### src/hdl/xor_checked_frame_receiver_macros.svh
// Assertion helpers used by the receiver's top-level RTL file.
`ifndef XOR_CHECKED_FRAME_RECEIVER_MACROS_SVH
`define XOR_CHECKED_FRAME_RECEIVER_MACROS_SVH

// Property that holds in the same cycle as its trigger.
`define XCFR_ASSERT_NOW(name, clk, rst_n, ante, cons) \
    name: assert property (@(posedge clk) disable iff (!rst_n) (ante) |-> (cons)) \
        else $error("frame receiver assertion failed");

// Property that holds in the cycle after its trigger.
`define XCFR_ASSERT_NEXT(name, clk, rst_n, ante, cons) \
    name: assert property (@(posedge clk) disable iff (!rst_n) (ante) |=> (cons)) \
        else $error("frame receiver assertion failed");

`endif

### src/hdl/xcfr_pkg.sv
package xcfr_pkg;

    localparam int BYTE_W    = 8;
    localparam int LEN_W     = 6;
    localparam int IDX_W     = 5;
    localparam int CFG_IDX_W = 4;
    // At most this many results come out of one frame.
    localparam int MAX_RES   = 32;

    // Configuration register indexes.
    typedef enum logic [CFG_IDX_W-1:0] {
        CFG_START   = 4'd0,
        CFG_END     = 4'd1,
        CFG_MAX_LEN = 4'd2,
        CFG_ID_A    = 4'd3,
        CFG_ID_B    = 4'd4,
        CFG_ID_C    = 4'd5,
        CFG_ID_D    = 4'd6,
        CFG_ID_E    = 4'd7
    } cfg_reg_t;

    // Frame parser steps.
    typedef enum logic [2:0] {
        PS_SOF  = 3'd0,
        PS_LEN  = 3'd1,
        PS_ID   = 3'd2,
        PS_DATA = 3'd3,
        PS_CHK  = 3'd4,
        PS_EOT  = 3'd5,
        PS_SKIP = 3'd6
    } parse_step_t;

    // Payload drain sequencer states.
    typedef enum logic [1:0] {
        DRN_IDLE  = 2'd0,
        DRN_EMPTY = 2'd1,
        DRN_READ  = 2'd2
    } drain_state_t;

    // Events from the parser: payload write and frame accepted.
    typedef struct packed {
        logic              wr_en;
        logic [LEN_W-1:0]  wr_pos;
        logic [BYTE_W-1:0] wr_data;
        logic              done;
        logic [BYTE_W-1:0] id;
        logic [LEN_W-1:0]  length;
    } xcfr_evt_t;

endpackage

### src/hdl/xcfr_parser.sv
module xcfr_parser
    import xcfr_pkg::*;
#(
    parameter int MAX_PAYLOAD = 32
)
(
    input  logic                 clk,
    input  logic                 rst_n,
    input  logic                 cfg_we,
    input  logic [CFG_IDX_W-1:0] cfg_index,
    input  logic [BYTE_W-1:0]    cfg_data,
    input  logic                 byte_valid,
    input  logic [BYTE_W-1:0]    rx_byte,
    output xcfr_evt_t            evt
);

    localparam logic [LEN_W:0] PAY_LIMIT = (LEN_W + 1)'(MAX_PAYLOAD);

    logic [BYTE_W-1:0] start_reg, end_reg;
    logic [LEN_W-1:0]  max_len_reg;
    logic [BYTE_W-1:0] id_a_reg, id_b_reg, id_c_reg, id_d_reg, id_e_reg;

    parse_step_t       step_reg, step_next;
    logic [BYTE_W-1:0] xor_reg, xor_next;
    logic [LEN_W-1:0]  left_reg, left_next;
    logic [BYTE_W-1:0] held_id_reg, held_id_next;
    logic [LEN_W-1:0]  held_len_reg, held_len_next;

    logic [LEN_W:0]    limit;
    logic              len_ok, id_ok, chk_ok, is_start, is_end;

    // Configuration registers.
    always_ff @(posedge clk or negedge rst_n)
    begin
        if (!rst_n)
        begin
            start_reg   <= 8'd2;
            end_reg     <= 8'd3;
            max_len_reg <= 6'd32;
            id_a_reg    <= 8'd1;
            id_b_reg    <= 8'd2;
            id_c_reg    <= 8'd3;
            id_d_reg    <= 8'd4;
            id_e_reg    <= 8'd5;
        end
        else if (cfg_we)
        begin
            unique case (cfg_index)
                CFG_START:   start_reg   <= cfg_data;
                CFG_END:     end_reg     <= cfg_data;
                CFG_MAX_LEN: max_len_reg <= cfg_data[LEN_W-1:0];
                CFG_ID_A:    id_a_reg    <= cfg_data;
                CFG_ID_B:    id_b_reg    <= cfg_data;
                CFG_ID_C:    id_c_reg    <= cfg_data;
                CFG_ID_D:    id_d_reg    <= cfg_data;
                CFG_ID_E:    id_e_reg    <= cfg_data;
                default:     ;
            endcase
        end
    end

    // Byte checks against the configuration.
    always_comb
    begin
        limit    = ({1'b0, max_len_reg} < PAY_LIMIT) ? {1'b0, max_len_reg} : PAY_LIMIT;
        len_ok   = rx_byte <= {{(BYTE_W - LEN_W - 1){1'b0}}, limit};
        id_ok    = (rx_byte == id_a_reg) || (rx_byte == id_b_reg) ||
                   (rx_byte == id_c_reg) || (rx_byte == id_d_reg) ||
                   (rx_byte == id_e_reg);
        chk_ok   = rx_byte == xor_reg;
        is_start = rx_byte == start_reg;
        is_end   = rx_byte == end_reg;
    end

    // Next parse step.
    always_comb
    begin
        step_next = step_reg;
        if (byte_valid)
        begin
            unique case (step_reg)
                PS_SKIP: step_next = is_end ? PS_SOF : PS_SKIP;
                PS_LEN:  step_next = len_ok ? PS_ID : PS_SKIP;
                PS_ID:
                begin
                    if (!id_ok)
                        step_next = PS_SKIP;
                    else
                        step_next = (left_reg == '0) ? PS_CHK : PS_DATA;
                end
                PS_DATA: step_next = (left_reg <= LEN_W'(1)) ? PS_CHK : PS_DATA;
                PS_CHK:  step_next = chk_ok ? PS_EOT : PS_SKIP;
                PS_EOT:  step_next = is_end ? PS_SOF : PS_SKIP;
                default: step_next = is_start ? PS_LEN : PS_SKIP;
            endcase
        end
    end

    // Frame fields, checksum and write/accept events.
    always_comb
    begin
        xor_next      = xor_reg;
        left_next     = left_reg;
        held_id_next  = held_id_reg;
        held_len_next = held_len_reg;
        evt.wr_en     = 1'b0;
        evt.wr_pos    = held_len_reg - left_reg;
        evt.wr_data   = rx_byte;
        evt.done      = 1'b0;
        evt.id        = held_id_reg;
        evt.length    = held_len_reg;
        if (byte_valid)
        begin
            unique case (step_reg)
                PS_SKIP, PS_CHK: ;
                PS_LEN:
                begin
                    if (len_ok)
                    begin
                        held_len_next = rx_byte[LEN_W-1:0];
                        left_next     = rx_byte[LEN_W-1:0];
                        xor_next      = xor_reg ^ rx_byte;
                    end
                end
                PS_ID:
                begin
                    if (id_ok)
                    begin
                        held_id_next = rx_byte;
                        xor_next     = xor_reg ^ rx_byte;
                    end
                end
                PS_DATA:
                begin
                    evt.wr_en = 1'b1;
                    xor_next  = xor_reg ^ rx_byte;
                    if (left_reg != '0)
                        left_next = left_reg - LEN_W'(1);
                end
                PS_EOT: evt.done = is_end;
                default:
                begin
                    if (is_start)
                    begin
                        xor_next  = '0;
                        left_next = '0;
                    end
                end
            endcase
        end
    end

    always_ff @(posedge clk or negedge rst_n)
    begin
        if (!rst_n)
        begin
            step_reg     <= PS_SOF;
            xor_reg      <= '0;
            left_reg     <= '0;
            held_id_reg  <= '0;
            held_len_reg <= '0;
        end
        else
        begin
            step_reg     <= step_next;
            xor_reg      <= xor_next;
            left_reg     <= left_next;
            held_id_reg  <= held_id_next;
            held_len_reg <= held_len_next;
        end
    end

endmodule

### src/hdl/xor_checked_frame_receiver.sv
// Frame receiver with XOR checksum. Each received byte is one input item and
// is taken in the cycle it is offered while no frame is draining. Payload
// bytes go into a MAX_PAYLOAD-entry synchronous memory; when the end byte of a
// good frame is accepted, input stalls while the payload is read back one
// entry at a time. Each result is a memory read followed by an output load,
// and no new read is issued while one is still in flight; an empty frame
// gives a single result, and a stalled output holds the drain. At most 32
// results come from one frame. The memory needs no clearing after reset.
`include "xor_checked_frame_receiver_macros.svh"

module xor_checked_frame_receiver
    import xcfr_pkg::*;
#(
    parameter int MAX_PAYLOAD = 32
)
(
    input  logic                 clk,
    input  logic                 rst_n,
    input  logic                 cfg_valid,
    output logic                 cfg_ready,
    input  logic [CFG_IDX_W-1:0] cfg_index,
    input  logic [BYTE_W-1:0]    cfg_data,
    input  logic                 in_valid,
    output logic                 in_stall,
    input  logic [BYTE_W-1:0]    rx_byte,
    output logic                 out_valid,
    input  logic                 out_stall,
    output logic [BYTE_W-1:0]    frame_id,
    output logic [BYTE_W-1:0]    payload_byte,
    output logic [IDX_W-1:0]     byte_index,
    output logic [LEN_W-1:0]     frame_length,
    output logic                 empty_frame,
    output logic                 last
);

    localparam int AW = (MAX_PAYLOAD > 1) ? $clog2(MAX_PAYLOAD) : 1;

    xcfr_evt_t         evt;
    logic              in_accept;

    logic [BYTE_W-1:0] mem [MAX_PAYLOAD];
    logic [BYTE_W-1:0] rd_data_reg;

    drain_state_t      drn_state_reg, drn_state_next;
    logic [IDX_W-1:0]  rd_idx_reg;
    logic              rd_pend_reg;
    logic [IDX_W-1:0]  pend_idx_reg;
    logic              pend_last_reg;
    logic [BYTE_W-1:0] drn_id_reg;
    logic [LEN_W-1:0]  drn_len_reg;
    logic [LEN_W-1:0]  drn_cnt_reg;

    logic              slot_free, rd_en, load_empty, last_issue;
    logic [LEN_W-1:0]  rd_pos_plus1;

    logic              out_valid_reg;
    logic [BYTE_W-1:0] frame_id_reg, payload_byte_reg;
    logic [IDX_W-1:0]  byte_index_reg;
    logic [LEN_W-1:0]  frame_length_reg;
    logic              empty_frame_reg, last_reg;

    // Handshakes. Configuration is always taken.
    assign cfg_ready = 1'b1;
    assign in_stall  = drn_state_reg != DRN_IDLE;
    assign in_accept = in_valid && !in_stall;

    xcfr_parser #(
        .MAX_PAYLOAD (MAX_PAYLOAD)
    ) u_parser (
        .clk        (clk),
        .rst_n      (rst_n),
        .cfg_we     (cfg_valid && cfg_ready),
        .cfg_index  (cfg_index),
        .cfg_data   (cfg_data),
        .byte_valid (in_accept),
        .rx_byte    (rx_byte),
        .evt        (evt)
    );

    // Payload memory: written by the parser, read by the drain sequencer.
    always_ff @(posedge clk)
    begin
        if (evt.wr_en)
            mem[AW'(evt.wr_pos)] <= evt.wr_data;
        if (rd_en)
            rd_data_reg <= mem[AW'(rd_idx_reg)];
    end

    // Drain control terms.
    always_comb
    begin
        slot_free    = !out_valid_reg || !out_stall;
        rd_pos_plus1 = {1'b0, rd_idx_reg} + LEN_W'(1);
        last_issue   = rd_pos_plus1 == drn_cnt_reg;
    end

    // Drain sequencer: next state.
    always_comb
    begin
        drn_state_next = drn_state_reg;
        unique case (drn_state_reg)
            DRN_IDLE:
            begin
                if (evt.done)
                    drn_state_next = (evt.length == '0) ? DRN_EMPTY : DRN_READ;
            end
            DRN_EMPTY:
            begin
                if (load_empty)
                    drn_state_next = DRN_IDLE;
            end
            DRN_READ:
            begin
                if (rd_en && last_issue)
                    drn_state_next = DRN_IDLE;
            end
            default: drn_state_next = DRN_IDLE;
        endcase
    end

    // Drain sequencer: outputs. A read is issued only when the output
    // register will be free as its data arrives.
    always_comb
    begin
        rd_en      = 1'b0;
        load_empty = 1'b0;
        unique case (drn_state_reg)
            DRN_IDLE:  ;
            DRN_EMPTY: load_empty = slot_free && !rd_pend_reg;
            DRN_READ:  rd_en      = slot_free && !rd_pend_reg;
            default:   ;
        endcase
    end

    always_ff @(posedge clk or negedge rst_n)
    begin
        if (!rst_n)
        begin
            drn_state_reg <= DRN_IDLE;
            rd_pend_reg   <= 1'b0;
            rd_idx_reg    <= '0;
        end
        else
        begin
            drn_state_reg <= drn_state_next;
            rd_pend_reg   <= rd_en;
            if (evt.done)
                rd_idx_reg <= '0;
            else if (rd_en)
                rd_idx_reg <= rd_idx_reg + IDX_W'(1);
        end
    end

    // Frame fields held for the drain, and the tag of the read in flight.
    always_ff @(posedge clk)
    begin
        if (evt.done)
        begin
            drn_id_reg  <= evt.id;
            drn_len_reg <= evt.length;
            drn_cnt_reg <= (evt.length > LEN_W'(MAX_RES)) ? LEN_W'(MAX_RES) : evt.length;
        end
        if (rd_en)
        begin
            pend_idx_reg  <= rd_idx_reg;
            pend_last_reg <= rd_pos_plus1 == drn_len_reg;
        end
    end

    // Output register.
    always_ff @(posedge clk or negedge rst_n)
    begin
        if (!rst_n)
            out_valid_reg <= 1'b0;
        else if (rd_pend_reg || load_empty)
            out_valid_reg <= 1'b1;
        else if (!out_stall)
            out_valid_reg <= 1'b0;
    end

    always_ff @(posedge clk)
    begin
        if (rd_pend_reg)
        begin
            frame_id_reg     <= drn_id_reg;
            payload_byte_reg <= rd_data_reg;
            byte_index_reg   <= pend_idx_reg;
            frame_length_reg <= drn_len_reg;
            empty_frame_reg  <= 1'b0;
            last_reg         <= pend_last_reg;
        end
        else if (load_empty)
        begin
            frame_id_reg     <= drn_id_reg;
            payload_byte_reg <= '0;
            byte_index_reg   <= '0;
            frame_length_reg <= drn_len_reg;
            empty_frame_reg  <= 1'b1;
            last_reg         <= 1'b1;
        end
    end

    assign out_valid    = out_valid_reg;
    assign frame_id     = frame_id_reg;
    assign payload_byte = payload_byte_reg;
    assign byte_index   = byte_index_reg;
    assign frame_length = frame_length_reg;
    assign empty_frame  = empty_frame_reg;
    assign last         = last_reg;

    // The parser never writes the payload memory while a drain is running.
    `XCFR_ASSERT_NOW(a_no_write_in_drain, clk, rst_n, drn_state_reg != DRN_IDLE, !evt.wr_en)
    // Read data always lands in an empty output register.
    `XCFR_ASSERT_NOW(a_pend_slot_empty, clk, rst_n, rd_pend_reg, !out_valid_reg)
    // A new frame is accepted only with the drain sequencer idle.
    `XCFR_ASSERT_NOW(a_done_when_idle, clk, rst_n, evt.done, drn_state_reg == DRN_IDLE)
    // An issued read is followed by a loaded output.
    `XCFR_ASSERT_NEXT(a_read_loads_out, clk, rst_n, rd_en, rd_pend_reg)

endmodule

### config.mk
export PLATFORM = sky130hd
export DESIGN_NAME = xor_checked_frame_receiver
export DESIGN_NICKNAME = d
export VERILOG_FILES = /design/src/hdl/xcfr_pkg.sv /design/src/hdl/xcfr_parser.sv /design/src/hdl/xor_checked_frame_receiver.sv
export VERILOG_INCLUDE_DIRS = /design/src /design/src/hdl
export SDC_FILE = /design/constraint.sdc
export NUM_CORES = 1
export LEC_CHECK = 0
export BUFFER_PORTS_ARGS = -buffer_cell sky130_fd_sc_hd__buf_4
export CAP_MARGIN = 20
export CORE_UTILIZATION = 25
export CTS_CLUSTER_SIZE = 28
export DETAILED_ROUTE_END_ITERATION = 16
export PLACE_DENSITY = 0.48
export SYNTH_ARGS = -nofsm -noshare
export SYNTH_HDL_FRONTEND = slang
export SYNTH_SLANG_ARGS = --single-unit
### constraint.sdc
create_clock -name clk -period 3.8 [get_ports clk]
set_clock_uncertainty 0.05 [all_clocks]
set_input_delay 0.38 -clock clk [delete_from_list [all_inputs] [get_ports clk]]
set_output_delay 0.38 -clock clk [all_outputs]
set_load 0.01 [all_outputs]
==> reports/results.txt <==
Clock insertion delay at the later pin of the skew report: 580 ps. The synthesized netlist devotes 5.37% of its cell area to compound gates. The final-report hold violation count was 0. The tree is rooted in a clkbuf_16. The run gives 55 as the largest net degree at the start of global routing. For the worst setup path, the data arrival time is 3430 ps. Dividing the detail-routed via count by the number of cells gives 4.46. The worst setup path is captured at a flop. In the synthesized netlist the dominant register cell turns out to be edfxtp_1. The first detailed-routing pass ran for 5 iterations. Delay of the slowest critical-path stage: 560 ps.

Cell type of the slowest stage on the worst timing path: or3b_2. Once the floorplan was initialized, standard cells occupied 25.4% of the core. The setup TNS after final layout was 0 ps; the net load switching power was 3.44 mW.

The maximum clock insertion buffer count came out at 3. The cell family contributing the most delay on the critical path is simple AND/OR/NAND/NOR gates. The synthesized netlist devotes 6.92% of its cell area to simple gates. Counting flops with a built-in enable in the synthesized netlist gives 318. The first routing iteration left 572 violations. Post-CTS timing repair inserted 0 buffers for setup.

The number of remaining DRC errors is 0. Counting flops per register, the top entry is mem. The clock network is responsible for 36.3% of the overall power. Final critical path time including I/O delays and setup: 3250 ps. The launching element type of the critical path is a flop. For this design the static power due to leakage is 7.24 nW. Registers are responsible for 44.8% of the overall power. The internal power was 8.93 mW.

The number of CTS-inserted buffers was 46; the share of cell area taken by muxes after synthesis was 12.5%. Fill cells in the final layout number 7071. Max-cap check violation count: 0. Cell area after synthesis: 17900 um^2. After synthesis, the largest family of logic cells by area is multiplexers. In this run the vertical extent of the chip is 269 um. The final routed wire length divided by cell count is 19.5 um, and the share of the yosys chip area belonging to registers is 67.9%. The number of setup violations in the final report is 0. TritonCTS built the clock tree. At the end of the flow, the number of nets in the layout was 1291. The adder-cell area share of the yosys netlist is 1.02%. The number of nets in the synthesized netlist is 1200. The die covers 72500 um^2. Switching part of the total power: 27.8%.

In the finished design, the share of the clock period the worst path needs comes to 85.6%. The mean area per synthesized cell was 15.4 um^2. The run gives 66400 um as the global-route wire length before repair.

Together, buffers and inverters on the worst path number 2. Compared with the post-synthesis result, the final layout area differs by 17.8%. The critical path in this run is classified as flop to flop. After Yosys synthesis, XOR and XNOR cells account for 4.31% of the synthesized area. Walking the worst path, the cells encountered are inv_1 -> ha_1 -> inv_1 -> fa_1 -> a21o_1 -> a21oi_1 -> xnor2_1 -> or3b_2 -> nor2_1.

The global-route total usage across every layer was 12.1%; the final HPWL from detailed placement was 28000 um. Across the VDD grid, the largest voltage drop is 0.000331 V. Counting flops with an async set or reset pin after synthesis yields a share of 24.2%. The run gives 70400 um^2 as the area inside the core boundary.

The count of nets left with antenna violations once routing finished came out at 0. The worst max-slew margin expressed relative to the limit came out at 47.4%. The min-delay analysis places its worst path in the category primary input to flop.

The count of antenna diodes in the layout was 0; the clock sink count was 421. The run gives 1161 as the cell count after synthesis. The overall die width came out at 269 um.

The Yosys step of the flow raised 0 warnings. Yosys mapped the design onto 65 distinct sky130hd cell types. The clock tree synthesis step divided the H-tree into 2 levels.

STA puts the critical path data required time at 3980 ps. The tools report the overall overflow remaining after global route as 0. In this run, synthesis produced a sequential element count of 421. At the end of routability-driven placement, the weighted congestion stood at 0.785.

Setup repair after global routing left no endpoint under its margin. Clock-pin slew was measured on the worst setup and hold paths at 60 ps. The via count of the first global-routing pass was 10200. The initialized floorplan defines 97 standard-cell rows.

Number of pins with negative max-slew slack in the final report: 0. Of all nets on the critical path, the largest fanout is 8. Of the cells placed in the final design, the portion with a size suffix greater than 1 is 23.1%. At the pin with the least slew margin, the transition time is 788 ps. Of the total power, combinational logic draws 18.9%.

Static timing analysis puts the maximum clock frequency at 307 MHz. The worst-case hold slack came out at 79.1 ps. Detailed routing inserted a total of 9948 vias.

During placement, the flow inserted port buffers numbering 55. Wires add up to 43500 um. The number of flip-flops in the largest register was 256.

The ratio of total power to cell area came out at 588 nW/um^2. The flow ran to the end, and the final reports show no timing, DRC or antenna violations. The tools report the initial antenna violation count as 2. Among the stages of the critical path, the cell type that occurs most often is inv_1. During I/O placement, the number of pins put on the boundary was 57.
## metal layers
metal  track usage, %  wire (um)  up-vias
li1                 -          -     4571
met4             3.44        952        0
met3             2.17       1530       65
met1             16.3      20100     5112
met5                0          0        -
met2             19.8      20900      200
## what timing repair did
item | in CTS | in global routing
gates resized for setup | 0 | 0
hold buffers | 2 | 0
hold endpoints to repair | 44 | 0
## cell usage in the layout, fill, tap and decap left out, drive strengths merged, types with 11 or more instances in the layout
master	instances
mux2i	66
o21ai	41
nor4	16
edfxtp	318
inv	21
and2	14
clkinv	21
xor2	51
nand2	56
nor2	103
dfrtp	91
xnor2	37
nand4	13
nand3	12
dfstp	11
a21oi	19
buf	94
o221ai	16
ha	13
mux2	75
mux4	32
clkbuf	53
o22ai	18
## cell usage after synthesis, drive strengths merged (17+ instances only)
cell type	n	share of area, %
a21oi	19	0.53
buf	23	0.95
clkbuf	30	0.65
dfrtp	91	13
edfxtp	318	53
inv	17	0.36
mux2	75	4.7
mux2i	66	3.7
mux4	32	4.0
nand2	56	1.2
nor2	103	2.2
o21ai	41	1.1
o22ai	18	0.63
xnor2	37	1.8
xor2	51	2.5
## power groups by stage
stage	logic, mW	clock network [mW]	registers [mW]
global placement	2.35	0	5.62
finish	2.34	4.49	5.54
CTS	2.38	4.63	5.54
detailed placement	2.37	0	5.63
floorplan	1.77	0	5.54
global route	2.57	4.80	5.58
## worst paths after layout
| kind | startpoint | end | slack, ps | cells past startpoint |
|---|---|---|---|---|
| worst max-delay path | u_parser.held_len_reg[0]$_DFFE_PN0P_ | mem[5][2]$_DFFE_PP_ | 550 | 9 |
| worst min-delay path | cfg_data[7] | u_parser.end_reg[7]$_DFFE_PN0P_ | 80 | 2 |
| worst max register to register | u_parser.held_len_reg[0]$_DFFE_PN0P_ | mem[5][2]$_DFFE_PP_ | 550 | 9 |
| worst min register to register | drn_id_reg[5]$_DFFE_PP_ | frame_id[5]$_DFFE_PP_ | 360 | 0 |
| max in group asynchronous | rst_n | u_parser.start_reg[1]$_DFFE_PN1P_ | 2550 | 3 |
| min in group asynchronous | rst_n | u_parser.id_a_reg[3]$_DFFE_PN0P_ | 340 | 2 |
## worst reg2reg max path, cell delays in order (launching register included)
cell and delay, ps:
dfrtp_1 380, inv_1 100, ha_1 150, inv_1 60, fa_1 460, a21o_1 180
a21oi_1 160, xnor2_1 300, or3b_2 560, nor2_1 500
## layout make-up
type	instances	area [um^2]	area share [%]
inverter	17	63.8	0.303
tap	940	1180	5.59
clock buffer	53	1200	5.70
sequential	421	12100	57.7
clock inverter	33	320	1.52
timing repair buffer	96	763	3.63
multi-input combinational	670	5380	25.6
## per-stage QoR
step / worst slack, ps / instance area, um^2 / instances / power, mW / util (%)
3_3_place_gp: 509 / 19500 / 2142 / 7.98 / 27.7
4_1_cts: 521 / 21000 / 2230 / 12.6 / 29.9
3_5_place_dp: 498 / 19500 / 2142 / 8.00 / 27.7
6_report: 546 / 21000 / 2230 / 12.4 / 29.9
5_1_grt: 345 / 21000 / 2230 / 13.0 / 29.9
2_1_floorplan: 850 / 17900 / 1161 / 7.31 / -
## logic make-up (layout without fill, tap and decap cells)
logic type,count (synthesis),after routing
xor gates and xnor gates,88,88
other,1,1
AOI/OAI and AO/OA,142,142
muxes,173,173
adders and majority gates,14,14
and+or+nand+nor,252,252
buffers and inverters,70,199
DFF,421,421
No activity file was read; power rests on OpenSTA's default activity.
